## src/hw/rtl/b64e_pkg.sv

```systemverilog
// shared types, constants and alphabet function for the base64 encoder
`default_nettype none

package b64e_pkg;

    localparam int CHAR_W    = 8;
    localparam int MAX_CHARS = 4;
    localparam int CNT_W     = 3;
    localparam int IDX_W     = 2;
    localparam int CAP_W     = 32;

    localparam logic [CHAR_W-1:0] PAD_CHAR   = 8'h3D;  // '='
    localparam logic [CHAR_W-1:0] PLUS_CHAR  = 8'h2B;  // '+'
    localparam logic [CHAR_W-1:0] SLASH_CHAR = 8'h2F;  // '/'

    // one encoded run: the characters one input word gives after capping
    typedef struct packed {
        logic [MAX_CHARS-1:0][CHAR_W-1:0] chars;
        logic [CNT_W-1:0]                 count;  // 1 to 4
        logic [MAX_CHARS-1:0]             lim;    // at_limit per character
        logic                             last;   // run closes the message
    } b64e_job_t;

    // standard alphabet
    function automatic logic [CHAR_W-1:0] b64_char(input logic [5:0] v);
        logic [CHAR_W-1:0] r;
        if (v < 6'd26) begin
            r = 8'h41 + {2'b00, v};
        end else if (v < 6'd52) begin
            r = 8'h61 + {2'b00, v - 6'd26};
        end else if (v < 6'd62) begin
            r = 8'h30 + {2'b00, v - 6'd52};
        end else if (v == 6'd62) begin
            r = PLUS_CHAR;
        end else begin
            r = SLASH_CHAR;
        end
        return r;
    endfunction

endpackage

`default_nettype wire

```

## src/hw/rtl/b64e_front.sv

```systemverilog
// front end: takes input words, encodes bits, applies the output cap
`default_nettype none

module b64e_front (
    input  wire logic                              aclk,
    input  wire logic                              aresetn,
    input  wire logic                              cfg_wen,
    input  wire logic [b64e_pkg::CAP_W-1:0]        cfg_wdata,
    input  wire logic                              s_valid,
    output logic                                   s_ready,
    input  wire logic [7:0]                        s_in_byte,
    input  wire logic                              s_in_last,
    output logic                                   job_valid,
    input  wire logic                              job_ready,
    output b64e_pkg::b64e_job_t                    job
);
    import b64e_pkg::*;

    localparam logic [1:0] PHASE_0 = 2'd0;
    localparam logic [1:0] PHASE_1 = 2'd1;
    localparam logic [1:0] PHASE_2 = 2'd2;

    logic [1:0]       phase_reg, phase_next;
    logic [3:0]       carry_reg, carry_next;
    logic [CAP_W-1:0] emitted_reg, emitted_next;
    logic [CAP_W-1:0] max_chars_reg, max_chars_next;

    logic [MAX_CHARS-1:0][CHAR_W-1:0] chars;
    logic [CNT_W-1:0]                 made;
    logic [CNT_W-1:0]                 n_out;
    logic [CAP_W-1:0]                 room;
    logic                             capped;
    logic                             accept;
    logic [MAX_CHARS-1:0]             lim;

    always_comb begin
        chars      = {MAX_CHARS{PAD_CHAR}};
        made       = 3'd1;
        carry_next = 4'd0;
        phase_next = PHASE_0;
        case (phase_reg)
            PHASE_1: begin
                chars[0]   = b64_char({carry_reg[1:0], s_in_byte[7:4]});
                carry_next = s_in_byte[3:0];
                phase_next = PHASE_2;
                if (s_in_last) begin
                    chars[1] = b64_char({s_in_byte[3:0], 2'b00});
                    made     = 3'd3;
                end
            end
            PHASE_2: begin
                chars[0]   = b64_char({carry_reg, s_in_byte[7:6]});
                chars[1]   = b64_char(s_in_byte[5:0]);
                made       = 3'd2;
            end
            default: begin
                // phase three never occurs; treated as group start
                chars[0]   = b64_char(s_in_byte[7:2]);
                carry_next = {2'b00, s_in_byte[1:0]};
                phase_next = PHASE_1;
                if (s_in_last) begin
                    chars[1] = b64_char({s_in_byte[1:0], 4'b0000});
                    made     = 3'd4;
                end
            end
        endcase
    end

    // cap: how many of the made characters still fit
    always_comb begin
        capped = (emitted_reg >= max_chars_reg);
        room   = max_chars_reg - emitted_reg;
        if (capped) begin
            n_out = 3'd0;
        end else if (room < {{(CAP_W-CNT_W){1'b0}}, made}) begin
            n_out = room[CNT_W-1:0];
        end else begin
            n_out = made;
        end
        for (int k = 0; k < MAX_CHARS; k++) begin
            lim[k] = !capped && (room == CAP_W'(k + 1));
        end
    end

    assign s_ready   = job_ready;
    assign accept    = s_valid && s_ready;
    assign job_valid = accept && (n_out != 3'd0);

    always_comb begin
        job.chars = chars;
        job.count = n_out;
        job.lim   = lim;
        job.last  = s_in_last;
    end

    always_comb begin
        max_chars_next = cfg_wen ? cfg_wdata : max_chars_reg;
    end

    logic [1:0]       phase_upd;
    logic [3:0]       carry_upd;

    always_comb begin
        phase_upd    = phase_reg;
        carry_upd    = carry_reg;
        emitted_next = emitted_reg;
        if (accept) begin
            if (s_in_last) begin
                phase_upd    = PHASE_0;
                carry_upd    = 4'd0;
                emitted_next = '0;
            end else begin
                phase_upd    = phase_next;
                carry_upd    = carry_next;
                emitted_next = emitted_reg + {{(CAP_W-CNT_W){1'b0}}, n_out};
            end
        end
    end

    always_ff @(posedge aclk) begin
        if (!aresetn) begin
            phase_reg     <= PHASE_0;
            carry_reg     <= 4'd0;
            emitted_reg   <= '0;
            max_chars_reg <= '1;
        end else begin
            phase_reg     <= phase_upd;
            carry_reg     <= carry_upd;
            emitted_reg   <= emitted_next;
            max_chars_reg <= max_chars_next;
        end
    end

endmodule

`default_nettype wire

```

## src/hw/rtl/b64e_queue.sv

```systemverilog
// two-entry queue of encoded runs between front and back
`default_nettype none

module b64e_queue (
    input  wire logic                 aclk,
    input  wire logic                 aresetn,
    input  wire logic                 wr_valid,
    output logic                      wr_ready,
    input  wire b64e_pkg::b64e_job_t  wr_job,
    output logic                      rd_valid,
    input  wire logic                 rd_pop,
    output b64e_pkg::b64e_job_t       rd_job
);
    import b64e_pkg::*;

    localparam int DEPTH = 2;

    b64e_job_t  entry_reg [DEPTH];
    logic       wr_ptr_reg, wr_ptr_next;
    logic       rd_ptr_reg, rd_ptr_next;
    logic [1:0] fill_reg, fill_next;
    logic       push, pop;

    assign wr_ready = (fill_reg != 2'(DEPTH));
    assign rd_valid = (fill_reg != 2'd0);
    assign rd_job   = entry_reg[rd_ptr_reg];
    assign push     = wr_valid && wr_ready;
    assign pop      = rd_pop && rd_valid;

    always_comb begin
        wr_ptr_next = push ? ~wr_ptr_reg : wr_ptr_reg;
        rd_ptr_next = pop ? ~rd_ptr_reg : rd_ptr_reg;
        fill_next   = fill_reg + {1'b0, push} - {1'b0, pop};
    end

    always_ff @(posedge aclk) begin
        if (push) begin
            entry_reg[wr_ptr_reg] <= wr_job;
        end
    end

    always_ff @(posedge aclk) begin
        if (!aresetn) begin
            wr_ptr_reg <= 1'b0;
            rd_ptr_reg <= 1'b0;
            fill_reg   <= 2'd0;
        end else begin
            wr_ptr_reg <= wr_ptr_next;
            rd_ptr_reg <= rd_ptr_next;
            fill_reg   <= fill_next;
        end
    end

endmodule

`default_nettype wire

```

## src/hw/rtl/b64e_back.sv

```systemverilog
// back end: sends the characters of each run one word per cycle while m_ready does not stall the output
`default_nettype none

module b64e_back (
    input  wire logic                                    aclk,
    input  wire logic                                    aresetn,
    input  wire logic                                    job_valid,
    input  wire b64e_pkg::b64e_job_t                     job,
    output logic                                         job_pop,
    output logic                                         m_valid,
    input  wire logic                                    m_ready,
    output logic [b64e_pkg::CHAR_W-1:0]                  m_out_char,
    output logic                                         m_run_last,
    output logic                                         m_message_end,
    output logic                                         m_at_limit
);
    import b64e_pkg::*;

    logic [IDX_W-1:0]  idx_reg, idx_next;
    logic              m_valid_reg, m_valid_next;
    logic [CHAR_W-1:0] char_reg;
    logic              run_last_reg, msg_end_reg, at_limit_reg;
    logic              load, run_end;

    assign load    = job_valid && (!m_valid_reg || m_ready);
    assign run_end = ({1'b0, idx_reg} + 3'd1) == job.count;
    assign job_pop = load && run_end;

    always_comb begin
        idx_next = idx_reg;
        if (load) begin
            idx_next = run_end ? '0 : idx_reg + 2'd1;
        end
        if (load) begin
            m_valid_next = 1'b1;
        end else if (m_ready) begin
            m_valid_next = 1'b0;
        end else begin
            m_valid_next = m_valid_reg;
        end
    end

    always_ff @(posedge aclk) begin
        if (load) begin
            char_reg     <= job.chars[idx_reg];
            at_limit_reg <= job.lim[idx_reg];
            run_last_reg <= run_end;
            msg_end_reg  <= run_end && job.last;
        end
    end

    always_ff @(posedge aclk) begin
        if (!aresetn) begin
            idx_reg     <= '0;
            m_valid_reg <= 1'b0;
        end else begin
            idx_reg     <= idx_next;
            m_valid_reg <= m_valid_next;
        end
    end

    assign m_valid       = m_valid_reg;
    assign m_out_char    = char_reg;
    assign m_run_last    = run_last_reg;
    assign m_message_end = msg_end_reg;
    assign m_at_limit    = at_limit_reg;

endmodule

`default_nettype wire

```

## src/hw/rtl/base64_encoder_top.sv

```systemverilog
// top level of the streaming base64 encoder
`default_nettype none

// streaming base64 encoder, standard alphabet with '=' padding. one message
// byte per input word (s_in_last marks the final byte), one character per
// output word. a byte gives one or two characters, the final byte up to
// four including pads. the front end encodes a byte and applies the per
// message cap (cfg_wdata via cfg_wen, reset value all ones) in the cycle it
// is accepted; a two-entry run queue decouples it from the back end, which
// sends one character per cycle, when m_ready allows, into a registered
// output. throughput is set by that output; a byte whose characters are all
// dropped by the cap still takes an input handshake but queues nothing.
// m_run_last flags the last character a byte produced, m_message_end the
// last character of a message's final byte, and m_at_limit the character
// that reaches the cap. configuration must only be written while the block
// is idle; the block itself does not enforce this.
module base64_encoder_top (
    input  wire logic        aclk,
    input  wire logic        aresetn,
    // configuration
    input  wire logic        cfg_wen,
    input  wire logic [31:0] cfg_wdata,
    // byte input
    input  wire logic        s_valid,
    output logic             s_ready,
    input  wire logic [7:0]  s_in_byte,
    input  wire logic        s_in_last,
    // character output
    output logic             m_valid,
    input  wire logic        m_ready,
    output logic [7:0]       m_out_char,
    output logic             m_run_last,
    output logic             m_message_end,
    output logic             m_at_limit
);
    import b64e_pkg::*;

    // front to queue
    b64e_job_t front_job;
    logic      front_valid;
    logic      front_ready;

    // queue to back
    b64e_job_t head_job;
    logic      head_valid;
    logic      head_pop;

    // encode and cap
    b64e_front u_front (
        .aclk      (aclk),
        .aresetn   (aresetn),
        .cfg_wen   (cfg_wen),
        .cfg_wdata (cfg_wdata),
        .s_valid   (s_valid),
        .s_ready   (s_ready),
        .s_in_byte (s_in_byte),
        .s_in_last (s_in_last),
        .job_valid (front_valid),
        .job_ready (front_ready),
        .job       (front_job)
    );

    // short run queue, lets each side stall on its own
    b64e_queue u_queue (
        .aclk     (aclk),
        .aresetn  (aresetn),
        .wr_valid (front_valid),
        .wr_ready (front_ready),
        .wr_job   (front_job),
        .rd_valid (head_valid),
        .rd_pop   (head_pop),
        .rd_job   (head_job)
    );

    // character serialiser with output register
    b64e_back u_back (
        .aclk          (aclk),
        .aresetn       (aresetn),
        .job_valid     (head_valid),
        .job           (head_job),
        .job_pop       (head_pop),
        .m_valid       (m_valid),
        .m_ready       (m_ready),
        .m_out_char    (m_out_char),
        .m_run_last    (m_run_last),
        .m_message_end (m_message_end),
        .m_at_limit    (m_at_limit)
    );

endmodule

`default_nettype wire
```

## config.mk

```make
export PLATFORM = sky130hd
export DESIGN_NAME = base64_encoder_top
export DESIGN_NICKNAME = d
export VERILOG_FILES = /design/src/hw/rtl/b64e_pkg.sv /design/src/hw/rtl/b64e_front.sv /design/src/hw/rtl/b64e_queue.sv /design/src/hw/rtl/b64e_back.sv /design/src/hw/rtl/base64_encoder_top.sv
export SDC_FILE = /design/constraint.sdc
export NUM_CORES = 1
export LEC_CHECK = 0
export ABC_AREA = 1
export BUFFER_PORTS_ARGS = -buffer_cell sky130_fd_sc_hd__buf_2
export CORE_UTILIZATION = 42
export CTS_CLUSTER_SIZE = 12
export DETAILED_ROUTE_END_ITERATION = 8
export SETUP_SLACK_MARGIN = 0.02
export SYNTH_ARGS = -nofsm -noshare
export SYNTH_HDL_FRONTEND = slang
export SYNTH_SLANG_ARGS = --single-unit
```

## constraint.sdc

```tcl
create_clock -name aclk -period 11.5 [get_ports aclk]
set_input_delay 0.575 -clock aclk [delete_from_list [all_inputs] [get_ports aclk]]
set_output_delay 0.575 -clock aclk [all_outputs]
set_load 0.01 [all_outputs]
```

==> run metrics, run 1 <==
Hold Crit Start=cfg_wdata[4]; #FFs+latches synth=137; most frequent cell after synthesis=nand2_1; layout cells sized above 1=7.79%; Data required, critical path=11.82 ns; synthesized area per cell=6.70 um2; Layout fillers=2602; register area share after synthesis=30.9%; RSZ-0062 raised after global routing=no; clock buffer depth=2; iteration-0 DRC count of the detailed router=679; final setup fails=0; Finished Core Util=47.5%; Synth Area in Adders=9.98%; Die Wd=162 um; row cnt=58; final net count=1786; Layout Skew=0.0133 ns; reg2reg setup slack=6.03 ns; drc violations=0; layer with the highest usage=met2; multi-input combinational cell area=6330 um2; worst r2r src=u_front.phase_reg[0]$_SDFFE_PN0P_; Placed Area=11400 um2; synthesized area=10800 um2; via count=10300; fmax=183 MHz; Avg WL per Cell=15.5 um; top post-synthesis cells by area=edfxtp_1 16%, nand2_1 16%, dfxtp_1 14%; synth unique cells=51; status=completed; CTS buffer count=17; H-tree levels=4; Top delay family on crit path=simple AND/OR/NAND/NOR gates; Final Cycle Share=47.5%; Crit Path Category=flop to flop; Post-Synth XOR/XNOR Area=3.73%; endpoint class of the critical path=flop; P_leak=5.53 nW; Post-CTS Setup Inserts=0; largest net degree at the start of global routing=38; Max-Cap Viols=0; synthesized instance count=1613; antenna cell count=0; root buffer cell=clkbuf_16; crit-path max FO=21; cts repair resizes=0; slowest stage delay, CP=0.51 ns; gpl congestion=0.918; WP data arrival=5.78 ns; antenna violations before repair=0; largest family of logic cells by synthesized area=simple AND/OR/NAND/NOR gates; grt ovf=0; Routed Antenna Nets=0; clock insertion delay at the later pin of the skew report=0.43 ns; Sequential Area=3330 um2; minimum clock period=5.47 ns; hold crit path type=input pin to flop; yosys warns=0; total negative slack=0 ns; clock transition at the registers of the reported paths=0.07 ns; Post-synth ARST share=0%; hold endpoint=u_front.max_chars_reg[4]$_SDFFE_PN1P_; CP Buf/Inv Count=6; Die ar.=26400 um2; Routed Wire Length=30900 um; cts-stage hold buffer count=0; drt pass-1 iters=8; grt met3 use=3.11%; Synth Area in Compound Gates=12.4%; Core Region=25200 um2; top_reg_cell synth=dfxtp_1; Max IR drop VDD=77.0 uV; crit-path most repeated cell=inv_1; detailed placement HPWL=24000 um; worst hold path depth=3; P&R area growth vs syn=10.7%; RR Endpoint=u_front.emitted_reg[28]$_SDFFE_PN0P_; first-pass GRT wire length=49800 um; vias in the first global route=9724; Die Span Y=162 um; measured slew at the worst slew-check pin=1.12 ns; Slew Limit Fails=0; Hold Vio Cnt, Final=0; CTS Sinks=137; CP Launch Type=flop; post-synthesis simple-gate area fraction=32.5%; Total GRT Usage=24.3%; CTS tree=done; max FFs per register=48; post-synthesis mux area share=0%; Yosys top cell area share=16.4%; initial core utilization=42.9%; synth cell count leaders=466 x nand2_1, 260 x inv_1, 146 x nor2_1, 93 x nand3_1, 87 x a21oi_1; Syn Nets=1744; R2R depth=33; area leader, netlist=edfxtp_1; Critical-path top delay cell=inv_1; Vias/cell=5.17; Port Buffers=58; Final Cell Area=12000 um2; Slew headroom=24.9%; I/O pin total=59; number of synthesized flops with an enable pin=59; GRT met1 Usage=30.5%; grt met2 use=42.7%; total power divided by cell area=140 nW/um2
==> routing by layer <==
metal	up-vias	routed length, um	part of all wire, %
li1	5317	-	-
met1	4704	13800	45
met2	265	15100	49
met3	46	1250	4.0
met4	0	754	2.4
met5	-	0	0
==> worst register-to-register path, delay by kind of cell, from the launching register on <==
kind	cells	cell delay [ns]
simple gates	18	2.07
flops	1	0.34
fa+ha+maj	4	1.33
buf+inv	6	0.89
compound gates	5	0.73
==> placed cells by master, fill, tap and decap left out, types with 6 or more instances in the layout <==
cell / n
nand2_1: 466
inv_1: 260
nor2_1: 145
nand3_1: 93
a21oi_1: 87
ha_1: 83
dfxtp_1: 78
o21ai_0: 71
edfxtp_1: 59
buf_2: 58
xor2_1: 36
nor3_1: 33
nand4_1: 25
clkbuf_16: 17
a31oi_1: 13
nor2_2: 12
o211ai_1: 12
xnor2_1: 10
a211oi_1: 8
o221ai_1: 7
nor4_1: 6
==> where the power goes <==
group          switching (W)  internal (W)
Combinational       0.000319      0.000159
Clock               0.000230      0.000323
Sequential         0.0000385      0.000602
==> worst max path at each step <==
stage	slack, ns	from	to	cells after the start
6_report	6.03	u_front.phase_reg[0]$_SDFFE_PN0P_	u_front.emitted_reg[28]$_SDFFE_PN0P_	33
5_1_grt	5.40	u_front.phase_reg[0]$_SDFFE_PN0P_	u_front.emitted_reg[28]$_SDFFE_PN0P_	33
4_1_cts	6.09	u_front.emitted_reg[0]$_SDFFE_PN0P_	u_front.emitted_reg[28]$_SDFFE_PN0P_	39
3_5_place_dp	6.11	u_front.phase_reg[0]$_SDFFE_PN0P_	u_front.emitted_reg[28]$_SDFFE_PN0P_	33
3_3_place_gp	6.23	u_front.emitted_reg[0]$_SDFFE_PN0P_	u_front.emitted_reg[28]$_SDFFE_PN0P_	39
2_1_floorplan	7.03	u_front.max_chars_reg[0]$_SDFFE_PN1P_	u_front.emitted_reg[28]$_SDFFE_PN0P_	33
==> logic make-up after synthesis <==
group,after synthesis
AOI/OAI and AO/OA,227
xor gates and xnor gates,46
adders and majority gates,85
buffers and inverters,304
DFF,137
and+or+nand+nor,814
==> metrics by stage <==
| step | cells | total power, W | hold WS, ns | worst slack, ns |
|---|---|---|---|---|
| 3_3_place_gp | 1966 | 0.00112 | 0.451 | 6.23 |
| 2_1_floorplan | 1613 | 0.000977 | 0.435 | 7.03 |
| 3_5_place_dp | 1966 | 0.00113 | 0.452 | 6.11 |
| 4_1_cts | 1998 | 0.00168 | 0.337 | 6.09 |
| 6_report | 1998 | 0.00167 | 0.351 | 6.03 |
| 5_1_grt | 1998 | 0.00177 | 0.343 | 5.40 |
==> layout make-up <==
type / count / area share, %
Tap cell: 330 / 3.45
Multi-Input combinational cell: 1172 / 52.9
Inverter: 266 / 8.35
Timing Repair Buffer: 61 / 2.62
Clock buffer: 20 / 3.65
Clock inverter: 12 / 1.16
Sequential cell: 137 / 27.9
(Power assumes the default switching activity.)
==> run 2, diff against run 1 <==
==> constraint.sdc (replaced) <==
create_clock -name aclk -period 5.45 [get_ports aclk]
set_input_delay 0.2725 -clock aclk [delete_from_list [all_inputs] [get_ports aclk]]
set_output_delay 0.2725 -clock aclk [all_outputs]
set_load 0.01 [all_outputs]
==> run 2 against run 1 <==
  * Cell count increased by 0.75%
  * Combinational power increased by 120%
  * Count of clock-buffer cells in the layout is 2 higher
  * Sequential power up 110%
  * Sequential cell count stayed put
  * Clock power up 120%
  * Critical path type unchanged
==> run metrics, run 2 (synthesized netlist as in run 1, its figures left out) <==
Worst setup startpoint=u_front.max_chars_reg[0]$_SDFFE_PN1P_; setup ws final=0.324 ns; endpoint class of the critical path=flop; antenna violations before repair=0; Critical-path top delay cell=fa_1; Crit Path Category=flop to flop; worst r2r src=u_front.max_chars_reg[0]$_SDFFE_PN1P_; Vias/cell=5.19; I/O pin total=59; Sw Ratio=35.4%; first-pass GRT wire length=50400 um; multi-input combinational cell area=6610 um2; Data required, critical path=5.78 ns; CP Launch Type=flop; most frequent cells in the layout=455 x nand2_1, 254 x inv_1, 135 x nor2_1, 89 x nand3_1, 87 x a21oi_1; via count=10400; Die Span Y=162 um; Max IR drop VDD=213 uV; P_leak=5.67 nW; Die Wd=162 um; Int Power=0.00232 W; crit-path most repeated cell=nand2_1; clock power share=33.4%; Sequential Area=3340 um2; status=completed; R2R depth=40; CTS Sinks=137; Slew Limit Fails=0; drc violations=0; P&R area growth vs syn=14.8%; Comb pwr share=29.3%; final setup fails=0; Layout Skew=0.0126 ns; total power divided by cell area=290 nW/um2; slowest stage delay, CP=0.39 ns; Core Region=25200 um2; drt pass-1 iters=7; hold endpoint=u_front.max_chars_reg[16]$_SDFFE_PN1P_; most common cell after layout, fill and taps aside=nand2_1; largest net degree at the start of global routing=38; Port Buffers=58; Max-Cap Viols=0; Routed Wire Length=31900 um; measured slew at the worst slew-check pin=1.14 ns; worst hold path depth=3; layout cells sized above 1=12.2%; grt ovf=0; final net count=1801; clock transition at the registers of the reported paths=0.07 ns; iteration-0 DRC count of the detailed router=727; root buffer cell=clkbuf_16; reg2reg setup slack=0.32 ns; Avg WL per Cell=15.8 um; Seq pwr share=37.3%; Hold Crit Start=cfg_wdata[16]; clock buffer depth=2; fmax=195 MHz; Layout fillers=2564; max FFs per register=48; H-tree levels=4; antenna cell count=0; Overall Power=0.00360 W; minimum clock period=5.13 ns; cts-stage hold buffer count=0; gpl congestion=0.984; Total GRT Usage=24.5%; Routed Antenna Nets=0; pre-CTS WS=0.189 ns; Hold Vio Cnt, Final=0; WP data arrival=5.45 ns; RR Endpoint=u_front.emitted_reg[28]$_SDFFE_PN0P_; vias in the first global route=9927; Final Cycle Share=94.1%; hold crit path type=input pin to flop; initial core utilization=42.9%; CTS buffer count=17; CTS tree=done; detailed placement HPWL=24500 um; row cnt=58; clock insertion delay at the later pin of the skew report=0.44 ns; Slew headroom=23.4%; crit-path max FO=5; Die ar.=26400 um2; Net Sw Power=0.00127 W
## run 2: power by group through the flow
stage / sequential, W / combinational [W] / clock, W
final: 0.00134 / 0.00106 / 0.00120
after global routing: 0.00136 / 0.00119 / 0.00126
after CTS: 0.00134 / 0.00104 / 0.00121
after detailed placement: 0.00136 / 0.00103 / 0
after global placement: 0.00136 / 0.00102 / 0
after floorplan: 0.00137 / 0.000694 / 0
## run 2: worst max-delay path by stage
stage / endpoint / slack (ns) / cells past startpoint
5_1_grt: u_front.emitted_reg[28]$_SDFFE_PN0P_ / -0.03 / 40
3_3_place_gp: u_front.emitted_reg[28]$_SDFFE_PN0P_ / 0.23 / 39
2_1_floorplan: u_front.emitted_reg[28]$_SDFFE_PN0P_ / 0.98 / 33
4_1_cts: u_front.emitted_reg[28]$_SDFFE_PN0P_ / 0.17 / 39
6_report: u_front.emitted_reg[28]$_SDFFE_PN0P_ / 0.32 / 40
3_5_place_dp: u_front.emitted_reg[28]$_SDFFE_PN0P_ / 0.19 / 39
## run 2: cell type report
| class | count | share of cell area (%) |
|---|---|---|
| Clock buffer | 22 | 4.18 |
| Inverter | 266 | 8.05 |
| Sequential cell | 137 | 26.9 |
| Timing Repair Buffer | 76 | 3.43 |
| Multi-Input combinational cell | 1172 | 53.3 |
| Tap cell | 330 | 3.33 |
| Clock inverter | 10 | 0.727 |
## run 2: critical path: cells and delay by family (launching register included)
kind / cells / cell delay (ns)
buffers and inverters: 6 / 0.41
and+or+nand+nor: 28 / 3.04
adders and majority gates: 4 / 1.08
AOI/OAI and AO/OA: 2 / 0.16
DFF: 1 / 0.30
## run 2: timing repair
item / CTS / global route
endpoints found under the setup margin: 0 / 7
setup buffers: 0 / 5
resized for setup: 0 / 72
## run 2: per-stage QoR
stage | instances | util [%] | TNS (ns) | instance area [um2] | hold WS [ns]
after global placement | 1976 | 45.5 | 0 | 11500 | 0.452
final | 2013 | 49.2 | 0 | 12400 | 0.0398
after global routing | 2013 | 49.2 | -0.0271 | 12400 | 0.0420
after floorplan | 1613 | - | 0 | 10800 | 0.371
after detailed placement | 1976 | 45.5 | 0 | 11500 | 0.449
after CTS | 2008 | 47.9 | 0 | 12100 | 0.0257
## run 2: metal layers
| layer | share of wire, % | global-route usage [%] | vias up |
|---|---|---|---|
| li1 | - | - | 5347 |
| met4 | 3.2 | 10.0 | 0 |
| met3 | 3.7 | 3.77 | 62 |
| met2 | 49 | 42.6 | 231 |
| met1 | 44 | 30.2 | 4800 |
| met5 | 0 | 0 | - |
